[src/rtl/core/stt_pkg.sv]
`timescale 1ns / 1ps

package stt_pkg;

    // token kinds
    localparam logic [4:0] KIND_SPACE  = 5'd0;
    localparam logic [4:0] KIND_ID     = 5'd1;
    localparam logic [4:0] KIND_INT    = 5'd2;
    localparam logic [4:0] KIND_OF     = 5'd3;
    localparam logic [4:0] KIND_ARROW  = 5'd4;
    localparam logic [4:0] KIND_ASSIGN = 5'd5;
    localparam logic [4:0] KIND_LPAREN = 5'd6;
    localparam logic [4:0] KIND_RPAREN = 5'd7;
    localparam logic [4:0] KIND_LBRACE = 5'd8;
    localparam logic [4:0] KIND_RBRACE = 5'd9;
    localparam logic [4:0] KIND_LBRACK = 5'd10;
    localparam logic [4:0] KIND_RBRACK = 5'd11;
    localparam logic [4:0] KIND_COLON  = 5'd12;
    localparam logic [4:0] KIND_COMMA  = 5'd13;
    localparam logic [4:0] KIND_STAR   = 5'd14;
    localparam logic [4:0] KIND_LT     = 5'd15;
    localparam logic [4:0] KIND_GT     = 5'd16;
    localparam logic [4:0] KIND_SEMI   = 5'd17;
    localparam logic [4:0] KIND_EOF    = 5'd18;

    // characters
    localparam logic [7:0] CH_NUL   = 8'h00;
    localparam logic [7:0] CH_TAB   = 8'h09;
    localparam logic [7:0] CH_LF    = 8'h0A;
    localparam logic [7:0] CH_CR    = 8'h0D;
    localparam logic [7:0] CH_SP    = 8'h20;
    localparam logic [7:0] CH_MINUS = 8'h2D;
    localparam logic [7:0] CH_EQ    = 8'h3D;
    localparam logic [7:0] CH_GT    = 8'h3E;
    localparam logic [7:0] CH_UNDER = 8'h5F;

    // most words one input word can produce, and output queue depth (power of two)
    localparam int MAX_RES    = 3;
    localparam int FIFO_DEPTH = 4;

    typedef struct packed {
        logic [7:0] byte_value;
        logic [4:0] token_kind;
        logic       token_start;
        logic       bad_char;
        logic       end_of_text;
    } t_result;

    typedef struct packed {
        t_result    res;
        logic [4:0] run_kind;
    } t_label;

    function automatic logic [4:0] punct_kind(input logic [7:0] c);
        logic [4:0] k;
        case (c)
            8'h28:   k = KIND_LPAREN;
            8'h29:   k = KIND_RPAREN;
            8'h7B:   k = KIND_LBRACE;
            8'h7D:   k = KIND_RBRACE;
            8'h5B:   k = KIND_LBRACK;
            8'h5D:   k = KIND_RBRACK;
            8'h3A:   k = KIND_COLON;
            8'h2C:   k = KIND_COMMA;
            8'h2A:   k = KIND_STAR;
            8'h3C:   k = KIND_LT;
            8'h3E:   k = KIND_GT;
            8'h3B:   k = KIND_SEMI;
            default: k = KIND_SPACE;
        endcase
        return k;
    endfunction

    // Label byte c given lookahead nx and the running token kind.
    function automatic t_label label_byte(input logic [7:0] c, input logic [7:0] nx,
                                          input logic [4:0] run);
        t_label     l;
        logic       letter;
        logic       digit;
        logic [4:0] p;
        letter = (c inside {[8'h61:8'h7A], [8'h41:8'h5A]});
        digit  = (c inside {[8'h30:8'h39]});
        p      = punct_kind(c);
        l.res.byte_value  = c;
        l.res.token_kind  = KIND_SPACE;
        l.res.token_start = 1'b0;
        l.res.bad_char    = 1'b0;
        l.res.end_of_text = 1'b0;
        l.run_kind        = run;
        if ((run == KIND_OF || run == KIND_ARROW) && c == CH_GT) begin
            l.res.token_kind = run;
            l.run_kind       = KIND_SPACE;
        end else if (c inside {CH_SP, CH_LF, CH_CR, CH_TAB}) begin
            l.run_kind = KIND_SPACE;
        end else if (letter || digit) begin
            if (run == KIND_ID || run == KIND_INT) begin
                l.res.token_kind = run;
            end else begin
                l.res.token_kind  = letter ? KIND_ID : KIND_INT;
                l.res.token_start = 1'b1;
                l.run_kind        = letter ? KIND_ID : KIND_INT;
            end
        end else if (c == CH_UNDER) begin
            l.res.token_kind = KIND_ID;
            if (run != KIND_ID) begin
                l.res.token_start = 1'b1;
                l.run_kind        = KIND_ID;
            end
        end else if (c == CH_MINUS && nx == CH_GT) begin
            l.res.token_kind  = KIND_OF;
            l.res.token_start = 1'b1;
            l.run_kind        = KIND_OF;
        end else if (c == CH_EQ) begin
            l.res.token_start = 1'b1;
            l.res.token_kind  = (nx == CH_GT) ? KIND_ARROW : KIND_ASSIGN;
            l.run_kind        = (nx == CH_GT) ? KIND_ARROW : KIND_SPACE;
        end else if (p != KIND_SPACE) begin
            l.res.token_kind  = p;
            l.res.token_start = 1'b1;
            l.run_kind        = KIND_SPACE;
        end else begin
            l.res.bad_char = 1'b1;
            l.run_kind     = KIND_SPACE;
        end
        return l;
    endfunction

endpackage

[src/rtl/core/source_text_tokenizer.sv]
// Streaming source-text tokenizer.
// Input channel: i_in_valid / o_in_stall carry one text byte per word plus a
// final flag; a byte of 0 also ends the text. Output channel: o_out_valid /
// i_out_stall carry one labeled byte per word (kind, token start, bad char,
// end of text). A word is taken when valid is high and stall is low.
// One byte is held back as lookahead, so a byte is labeled when the next one
// arrives; its word is then registered into the output queue.
// An ending word labels the held byte and the last byte, then emits the
// end-of-text word: up to three output words for one input word.
// Throughput: one input word per cycle while the output side keeps up. The
// rate is set by the 4-entry output queue: input is taken while at most one
// word waits, so an ending word, worth three, holds off the next input word.
// Receiver stall: words wait in the queue; once two or more wait, o_in_stall
// rises and holds the sender. After a bad character, later bytes give no
// words until the end of text.
// Reset (i_rst_n low, synchronous) empties the queue and clears the held-byte
// flag, running token and error flag; the block is ready the next cycle.
`timescale 1ns / 1ps

module source_text_tokenizer
    import stt_pkg::*;
(
    input  logic       i_clk,
    input  logic       i_rst_n,
    input  logic       i_in_valid,
    output logic       o_in_stall,
    input  logic [7:0] i_text_byte,
    input  logic       i_final_byte,
    output logic       o_out_valid,
    input  logic       i_out_stall,
    output logic [7:0] o_byte_value,
    output logic [4:0] o_token_kind,
    output logic       o_token_start,
    output logic       o_bad_char,
    output logic       o_end_of_text
);

    localparam int AW = $clog2(FIFO_DEPTH);
    localparam int CW = $clog2(FIFO_DEPTH + 1);
    localparam logic [CW-1:0] STALL_LEVEL = CW'(FIFO_DEPTH - MAX_RES);

    // tokenizer state
    logic [7:0]    r_held_char;
    logic          r_held_present, n_held_present;
    logic [4:0]    r_run_kind, n_run_kind;
    logic          r_error_seen, n_error_seen;
    logic [7:0]    n_held_char;

    // output queue
    t_result       r_fifo [FIFO_DEPTH];
    t_result       n_fifo [FIFO_DEPTH];
    logic [AW-1:0] r_wr_ptr, n_wr_ptr;
    logic [AW-1:0] r_rd_ptr, n_rd_ptr;
    logic [CW-1:0] r_count, n_count;

    logic          in_take, out_take, text_end;
    logic          v1, v2, err_a, err_b;
    logic [4:0]    run_a, run_b;
    t_label        lab1, lab2;
    t_result       eof_res;
    logic [1:0]    push_cnt;

    assign o_in_stall  = (r_count > STALL_LEVEL);
    assign o_out_valid = (r_count != '0);
    assign in_take     = i_in_valid && !o_in_stall;
    assign out_take    = o_out_valid && !i_out_stall;
    assign text_end    = (i_text_byte == CH_NUL) || i_final_byte;

    assign o_byte_value  = r_fifo[r_rd_ptr].byte_value;
    assign o_token_kind  = r_fifo[r_rd_ptr].token_kind;
    assign o_token_start = r_fifo[r_rd_ptr].token_start;
    assign o_bad_char    = r_fifo[r_rd_ptr].bad_char;
    assign o_end_of_text = r_fifo[r_rd_ptr].end_of_text;

    always_comb begin
        // held byte, labeled with the incoming byte as lookahead
        lab1  = label_byte(r_held_char, i_text_byte, r_run_kind);
        v1    = !r_error_seen && r_held_present;
        err_a = r_error_seen || (v1 && lab1.res.bad_char);
        run_a = v1 ? lab1.run_kind : r_run_kind;

        // last byte of the text, labeled at once with NUL lookahead
        lab2  = label_byte(i_text_byte, CH_NUL, run_a);
        v2    = !err_a && (i_text_byte != CH_NUL) && text_end;
        err_b = err_a || (v2 && lab2.res.bad_char);
        run_b = v2 ? lab2.run_kind : run_a;

        eof_res.byte_value  = CH_NUL;
        eof_res.token_kind  = KIND_EOF;
        eof_res.token_start = 1'b1;
        eof_res.bad_char    = 1'b0;
        eof_res.end_of_text = 1'b1;

        // pack the words produced into consecutive queue slots
        n_fifo   = r_fifo;
        n_wr_ptr = r_wr_ptr;
        push_cnt = 2'd0;
        if (in_take) begin
            if (v1) begin
                n_fifo[n_wr_ptr] = lab1.res;
                n_wr_ptr         = n_wr_ptr + AW'(1);
                push_cnt         = push_cnt + 2'd1;
            end
            if (v2) begin
                n_fifo[n_wr_ptr] = lab2.res;
                n_wr_ptr         = n_wr_ptr + AW'(1);
                push_cnt         = push_cnt + 2'd1;
            end
            if (text_end) begin
                n_fifo[n_wr_ptr] = eof_res;
                n_wr_ptr         = n_wr_ptr + AW'(1);
                push_cnt         = push_cnt + 2'd1;
            end
        end

        n_rd_ptr = out_take ? r_rd_ptr + AW'(1) : r_rd_ptr;
        n_count  = r_count + CW'(push_cnt) - CW'(out_take);

        n_held_char    = r_held_char;
        n_held_present = r_held_present;
        n_run_kind     = r_run_kind;
        n_error_seen   = r_error_seen;
        if (in_take) begin
            if (text_end) begin
                // end of text returns the tokenizer state to its reset values
                n_held_char    = CH_NUL;
                n_held_present = 1'b0;
                n_run_kind     = KIND_SPACE;
                n_error_seen   = 1'b0;
            end else begin
                n_held_char    = i_text_byte;
                n_held_present = !err_b;
                n_run_kind     = run_b;
                n_error_seen   = err_b;
            end
        end
    end

    always_ff @(posedge i_clk) begin
        if (!i_rst_n) begin
            r_held_present <= 1'b0;
            r_run_kind     <= KIND_SPACE;
            r_error_seen   <= 1'b0;
            r_wr_ptr       <= '0;
            r_rd_ptr       <= '0;
            r_count        <= '0;
        end else begin
            r_held_present <= n_held_present;
            r_run_kind     <= n_run_kind;
            r_error_seen   <= n_error_seen;
            r_wr_ptr       <= n_wr_ptr;
            r_rd_ptr       <= n_rd_ptr;
            r_count        <= n_count;
        end
    end

    // payload, no reset needed
    always_ff @(posedge i_clk) begin
        r_held_char <= n_held_char;
        r_fifo      <= n_fifo;
    end

endmodule

[config.mk]
export PLATFORM = sky130hd
export DESIGN_NAME = source_text_tokenizer
export DESIGN_NICKNAME = d
export VERILOG_FILES = /design/src/rtl/core/stt_pkg.sv /design/src/rtl/core/source_text_tokenizer.sv
export SDC_FILE = /design/constraint.sdc
export NUM_CORES = 1
export LEC_CHECK = 0
export ABC_CLOCK_PERIOD_IN_PS = 4100
export BUFFER_PORTS_ARGS = -buffer_cell sky130_fd_sc_hd__buf_2
export CAP_MARGIN = 20
export CORE_MARGIN = 2
export CORE_UTILIZATION = 57
export DETAILED_ROUTE_END_ITERATION = 10
export PLACE_DENSITY = 0.83
export SETUP_SLACK_MARGIN = 0.02
export SYNTH_ARGS = -nofsm -noshare
export SYNTH_HDL_FRONTEND = slang
export SYNTH_SLANG_ARGS = --single-unit
[constraint.sdc]
create_clock -name i_clk -period 4.1 [get_ports i_clk]
set_input_delay 0.615 -clock i_clk [delete_from_list [all_inputs] [get_ports i_clk]]
set_output_delay 0.615 -clock i_clk [all_outputs]
set_load 0.02 [all_outputs]
==> flow_summary.ini, run 1 <==
[synth]
yosys_warnings = 0
syn_area_um2 = 6450
synthArstFlopShare_pct = 0
yosys-top-cells-count = nand2_1, nor2_1, edfxtp_1, clkbuf_1, a311oi_1
synth.net_count = 741
avgSynthCellArea_um2 = 9.08
synth_ff_type = edfxtp_1
synthDistinctLibCells = 85
synth_seq_cells = 86
yosysTopAreaCell = edfxtp_1
ys_seq_area_share_pct = 37.9
synth_edf_count = 72
synthTopCellsByArea = edfxtp_1, nand2_1, mux4_2
syn_inst = 710
synth_top_area_share_pct = 33.5
yosysMostFrequentCell = nand2_1

[setup_path]
cpLargestDelayFamily = compound AO/OA/AOI/OAI gates
cp_common_cell = buf_4
crit_type = reg2reg
reg2reg_from = r_held_char[0]$_SDFFCE_PN0P_
crit_arrival_ns = 4.24
worstSetupEndpointType = flop
crit_required_ns = 4.31
worst-path-stages = 13
r2r_cells = 13
r2r-end = r_fifo[3]$_DFFE_PP_
rrSetupSlack_ns = 0.07
crit_chain = buf_4 -> or4b_4 -> a2111oi_4 -> nor3_4 -> a21boi_4 -> a311oi_4 -> buf_4 -> buf_4 -> mux2_2 -> ha_1 -> and2_1 -> a2111o_1 -> nand2_1
cp-start-kind = flop
critical_path.max_stage_delay_ns = 0.48
critical_path_peak_fanout = 15
critPathBufInv = 3
slowest_stage = or4b_4

[routing]
dr.pass1.iters = 6
wl_met2_um = 8830
highest_layer = met4
vias = 6103
drt_iter0_markers = 866
vias_per_cell = 7.02
routed_wl_um = 19000
antenna_left = 0
wl_met3_um = 2220
wire_per_inst_um = 21.8
drc = 0
met1_length_um = 7160

[final_layout]
drive_gt1_share_pct = 17.4
num-fill-cells = 838
regArea_um2 = 2440
syn2layout_area_growth_pct = 10.5
n_antenna_cell = 0
multi_input_area_um2 = 3750
nets = 756

[global_routing]
grt_pass1_wl_um = 29400
grt_pass1_vias = 5791
grt_max_degree = 68
grt_overflow_total = 0
antenna_found_initial = 0
track_usage_pct = 31.8

[cts]
cts.clk_slew.worst_paths_ns = 0.07
cts_tree = done
clockRootBuffer = clkbuf_16
clock_path_buffers = 2
htreeDepth = 3
clock-sinks = 86
numCtsBuffers = 9
insertion_delay_ns = 0.35

[timing]
period_needed_ns = 4.03
worst_hold_slack_ns = 0.525
period_share_pct = 98.4
max_freq_mhz = 248
finalHoldViolations = 0
tightest_slew_ns = 1.14
rsz0062_at_grt = yes
finalSetupViolations = 0
slew-limit-headroom_pct = 22.9
finClkSkew_ns = 0.0105
finalMaxSlewViolations = 0

[run_status]
status = finished, final reports clean

[die]
io_pins = 31
rows = 38
start_util_pct = 59.0
die-height_um = 110
die_area_um2 = 12200
core-area_um2 = 10900
die-width_um = 110

[place]
gp_congestion = 0.969
dpl.hpwl_um = 12800
port_buffers = 30

[worst_hold_path]
worstHoldEndpoint = r_wr_ptr[1]$_SDFFE_PN0P_
min_from = r_wr_ptr[1]$_SDFFE_PN0P_
hold_path_class = reg2reg
hold_depth = 2

[job]
max_cap_viol_count = 0

[power_and_ir_drop]
power_density_nw_per_um2 = 540
finalPower_mw = 3.85
leakagePower_nw = 2.68
ir_worst_vdd_uv = 296
## per-stage QoR
step | utilization (%) | instances | setup TNS [ns] | worst slack (ns) | area, µm²
2_1_floorplan | - | 710 | 0 | 0.0231 | 6490
3_3_place_gp | 61.6 | 843 | 0 | 0.162 | 6740
3_5_place_dp | 61.6 | 843 | 0 | 0.0585 | 6740
4_1_cts | 64.0 | 858 | 0 | 0.0825 | 7000
5_1_grt | 65.2 | 869 | -0.0601 | -0.0432 | 7130
6_report | 65.2 | 869 | 0 | 0.0673 | 7130
## power breakdown
group	leakage (nW)	switching (mW)	internal, mW
clock	0.121	0.353	0.406
combinational	1.76	0.977	0.656
sequential	0.802	0.153	1.30
total	2.68	1.48	2.36
## how the worst max path moves through the flow
stage,from,end
after detailed placement,i_text_byte[7],r_count[2]$_SDFF_PN0_
final,r_held_char[0]$_SDFFCE_PN0P_,r_fifo[3]$_DFFE_PP_
after global routing,r_held_char[0]$_SDFFCE_PN0P_,r_count[2]$_SDFF_PN0_
after global placement,i_text_byte[7],r_count[2]$_SDFF_PN0_
after CTS,r_held_char[0]$_SDFFCE_PN0P_,r_count[2]$_SDFF_PN0_
after floorplan,i_text_byte[7],r_count[2]$_SDFF_PN0_
## layout make-up
class | instances | area share [%]
clock inverter | 4 | 0.351
multi-input combinational | 543 | 52.6
tap | 140 | 2.46
timing repair buffer | 68 | 6.11
sequential | 86 | 34.3
clock buffer | 11 | 3.27
inverter | 17 | 0.896
## metal layers
layer  track usage, %  up-vias
met2             51.9      495
met5                0        -
met4             13.5        0
met3             8.47       95
li1                 -     2670
met1             40.0     2843
## flip-flops by register name (all words and copies together), names as in the netlist
| register | count |
|---|---|
| r_error_seen | 1 |
| r_fifo | 64 |
| r_wr_ptr | 2 |
| r_held_char | 8 |
| r_rd_ptr | 2 |
| r_run_kind | 5 |
| r_held_present | 1 |
| r_count | 3 |
## layout by cell type (no fill, tap or decap), drive strengths merged, types with 3 or more instances in the layout
master / synthesis / routed
a2111o: 4 / 4
a211o: 6 / 6
a211oi: 18 / 18
a21oi: 20 / 20
a22oi: 3 / 3
a311oi: 33 / 33
a31oi: 4 / 4
and2: 19 / 19
and3: 12 / 12
buf: 15 / 68
clkbuf: 49 / 11
dfxtp: 14 / 14
edfxtp: 72 / 72
ha: 17 / 17
inv: 16 / 17
mux2: 5 / 5
mux2i: 4 / 4
mux4: 16 / 16
nand2: 126 / 126
nand2b: 9 / 9
nand3: 9 / 9
nand3b: 4 / 4
nand4: 3 / 3
nand4bb: 3 / 3
nor2: 78 / 78
nor2b: 17 / 17
nor3: 17 / 17
nor4: 4 / 4
nor4bb: 4 / 4
o2111a: 5 / 5
o211a: 3 / 3
o211ai: 11 / 11
o21ai: 25 / 25
or3: 3 / 3
or4: 4 / 4
or4b: 3 / 3
xnor2: 7 / 7
xor2: 5 / 5
## kinds of logic after synthesis
group                    share of synthesized area (%)
flip-flops                                        37.9
XOR/XNOR                                          1.63
multiplexers                                      7.08
adder cells (fa/ha/maj)                           3.61
AO/OA/AOI/OAI                                     19.6
AND/OR/NAND/NOR                                   25.0
buffers and inverters                             5.24
## worst reg2reg max path: stages (launching register included)
cell and delay, ns:
edfxtp_1 0.45, buf_4 0.17, or4b_4 0.48, a2111oi_4 0.39
nor3_4 0.08, a21boi_4 0.17, a311oi_4 0.35, buf_4 0.16
buf_4 0.18, mux2_2 0.39, ha_1 0.20, and2_1 0.38
a2111o_1 0.44, nand2_1 0.06
## timing repair
item,in CTS,in global routing
buffers inserted,0,11
hold buffers,0,0
resized for setup,0,10
setup endpoints to repair,0,1
No activity file was read; power rests on OpenSTA's default activity.
==> run 2: changes to the inputs <==
Settings changed: CELL_PAD_IN_SITES_DETAIL_PLACEMENT set to 1, CELL_PAD_IN_SITES_GLOBAL_PLACEMENT set to 1, CORE_UTILIZATION 57 to 44, PLACE_DENSITY 0.83 to 0.82, SLEW_MARGIN set to 25.
==> flow_summary.ini, run 2 (synthesis gave the netlist of run 1 again) <==
[setup_path]
r2r-end = r_count[2]$_SDFF_PN0_
cp-start-kind = flop
crit_arrival_ns = 4.19
crit_required_ns = 4.35
crit_type = reg2reg
r2r_cells = 17
reg2reg_from = r_held_char[6]$_SDFFCE_PN0P_
critical_path_peak_fanout = 8
worstSetupEndpointType = flop
rrSetupSlack_ns = 0.16

[die]
rows = 44
start_util_pct = 44.7
die_area_um2 = 15600
die-height_um = 125
core-area_um2 = 14400
die-width_um = 125
io_pins = 31

[routing]
drc = 0
vias = 6138
wire_per_inst_um = 24.1
antenna_left = 0
dr.pass1.iters = 5
routed_wl_um = 22400
vias_per_cell = 6.61
drt_iter0_markers = 768

[place]
port_buffers = 30
dpl.hpwl_um = 14900
pre_cts_slack_ns = 0.0472
gp_congestion = 0.923

[global_routing]
grt_max_degree = 41
track_usage_pct = 27.8
grt_pass1_wl_um = 34500
grt_overflow_total = 0
antenna_found_initial = 0
grt_pass1_vias = 6126

[worst_hold_path]
min_from = r_run_kind[4]$_SDFFE_PN0P_
worstHoldEndpoint = r_run_kind[4]$_SDFFE_PN0P_
hold_path_class = reg2reg
hold_depth = 1

[timing]
period_needed_ns = 3.94
finalMaxSlewViolations = 0
max_freq_mhz = 254
slew-limit-headroom_pct = 44.2
setup_slack_ns = 0.161
finClkSkew_ns = 0.00928
tightest_slew_ns = 0.836
finalSetupViolations = 0
finalHoldViolations = 0
period_share_pct = 96.1

[final_layout]
utilization_pct = 51.0
syn2layout_area_growth_pct = 14.1
final_common_cell = nand2_1
largestRegisters = r_fifo: 64 flops, r_held_char: 8 flops, r_run_kind: 5 flops
drive_gt1_share_pct = 19.6
largest_reg_flops = 64
top_register = r_fifo
n_antenna_cell = 0
nets = 770
layout_common_cells = nand2_1, nor2_1, edfxtp_1
num-fill-cells = 1663

[run_status]
status = finished, final reports clean

[cts]
cts.clk_slew.worst_paths_ns = 0.07
clockRootBuffer = clkbuf_16
cts_tree = done
numCtsBuffers = 9
clock-sinks = 86
clock_path_buffers = 2
htreeDepth = 3
insertion_delay_ns = 0.36

[power_and_ir_drop]
switchingPower_mw = 1.58
power_frac_comb_pct = 43.0
power_density_nw_per_um2 = 551
ir_worst_vdd_uv = 297
leakagePower_nw = 2.79
power_frac_seq_pct = 35.8
p_int_mw = 2.48
finalPower_mw = 4.06
netSwitchingFraction_pct = 39.0
clkPwrFrac_pct = 21.2

[job]
max_cap_viol_count = 0
==> run 2: stage by stage <==
| stage | area [µm²] | hold slack [ns] | instances | setup TNS (ns) |
|---|---|---|---|---|
| 2_1_floorplan | 6490 | 0.474 | 710 | 0 |
| 3_3_place_gp | 6890 | 0.507 | 898 | 0 |
| 3_5_place_dp | 6900 | 0.536 | 898 | 0 |
| 4_1_cts | 7190 | 0.546 | 914 | 0 |
| 5_1_grt | 7360 | 0.580 | 928 | -0.0495 |
| 6_report | 7360 | 0.554 | 928 | 0 |
==> run 2: per-layer routing <==
metal,global-route usage (%),wire length [µm],up-vias
li1,-,-,2696
met1,36.2,9060,3093
met2,46.7,11000,301
met4,10.1,676,0
met5,0,0,-
met3,4.62,1660,48
==> run 2: what timing repair did <==
item	4_1_cts	5_1_grt
resized for setup	0	14
setup buffers	0	14
endpoints found under the setup margin	0	1
hold buffers	0	0
==> run 2: worst max path at each step <==
stage                                 start                     to  slack [ns]  depth (start not counted)
6_report       r_held_char[6]$_SDFFCE_PN0P_  r_count[2]$_SDFF_PN0_        0.16                         17
4_1_cts        r_held_char[5]$_SDFFCE_PN0P_  r_count[2]$_SDFF_PN0_        0.14                         17
5_1_grt        r_held_char[3]$_SDFFCE_PN0P_  r_count[2]$_SDFF_PN0_       -0.05                         18
2_1_floorplan                i_text_byte[7]  r_count[2]$_SDFF_PN0_        0.02                         18
3_3_place_gp                 i_text_byte[7]  r_count[2]$_SDFF_PN0_        0.12                         18
3_5_place_dp                 i_text_byte[7]  r_count[2]$_SDFF_PN0_        0.05                         18
==> run 2: cell type report <==
type / count / area, µm² / share of cell area, %
Clock buffer: 9 / 225 / 3.06
Clock inverter: 7 / 72.6 / 0.986
Inverter: 17 / 63.8 / 0.867
Multi-Input combinational cell: 543 / 3760 / 51.1
Sequential cell: 86 / 2440 / 33.2
Tap cell: 184 / 230 / 3.13
Timing Repair Buffer: 82 / 561 / 7.62
==> run 2: power groups by stage <==
stage	sequential, mW	clock [mW]	combinational [mW]
floorplan	1.40	0	1.18
global placement	1.45	0	1.55
detailed placement	1.47	0	1.64
CTS	1.45	0.858	1.65
global route	1.48	0.892	1.88
finish	1.45	0.861	1.74
==> run 2: worst max-delay path: stages, from the launching register on <==
cell       delay [ns]
edfxtp_1         0.51
nand4bb_2        0.38
a2111oi_4        0.38
nor3_2           0.14
a21boi_4         0.18
a311oi_4         0.34
inv_1            0.08
ha_1             0.31
xnor2_2          0.13
nand2_1          0.08
ha_1             0.29
inv_1            0.06
ha_1             0.14
inv_1            0.05
fa_2             0.35
xor2_2           0.16
xnor2_1          0.12
and2_1           0.15
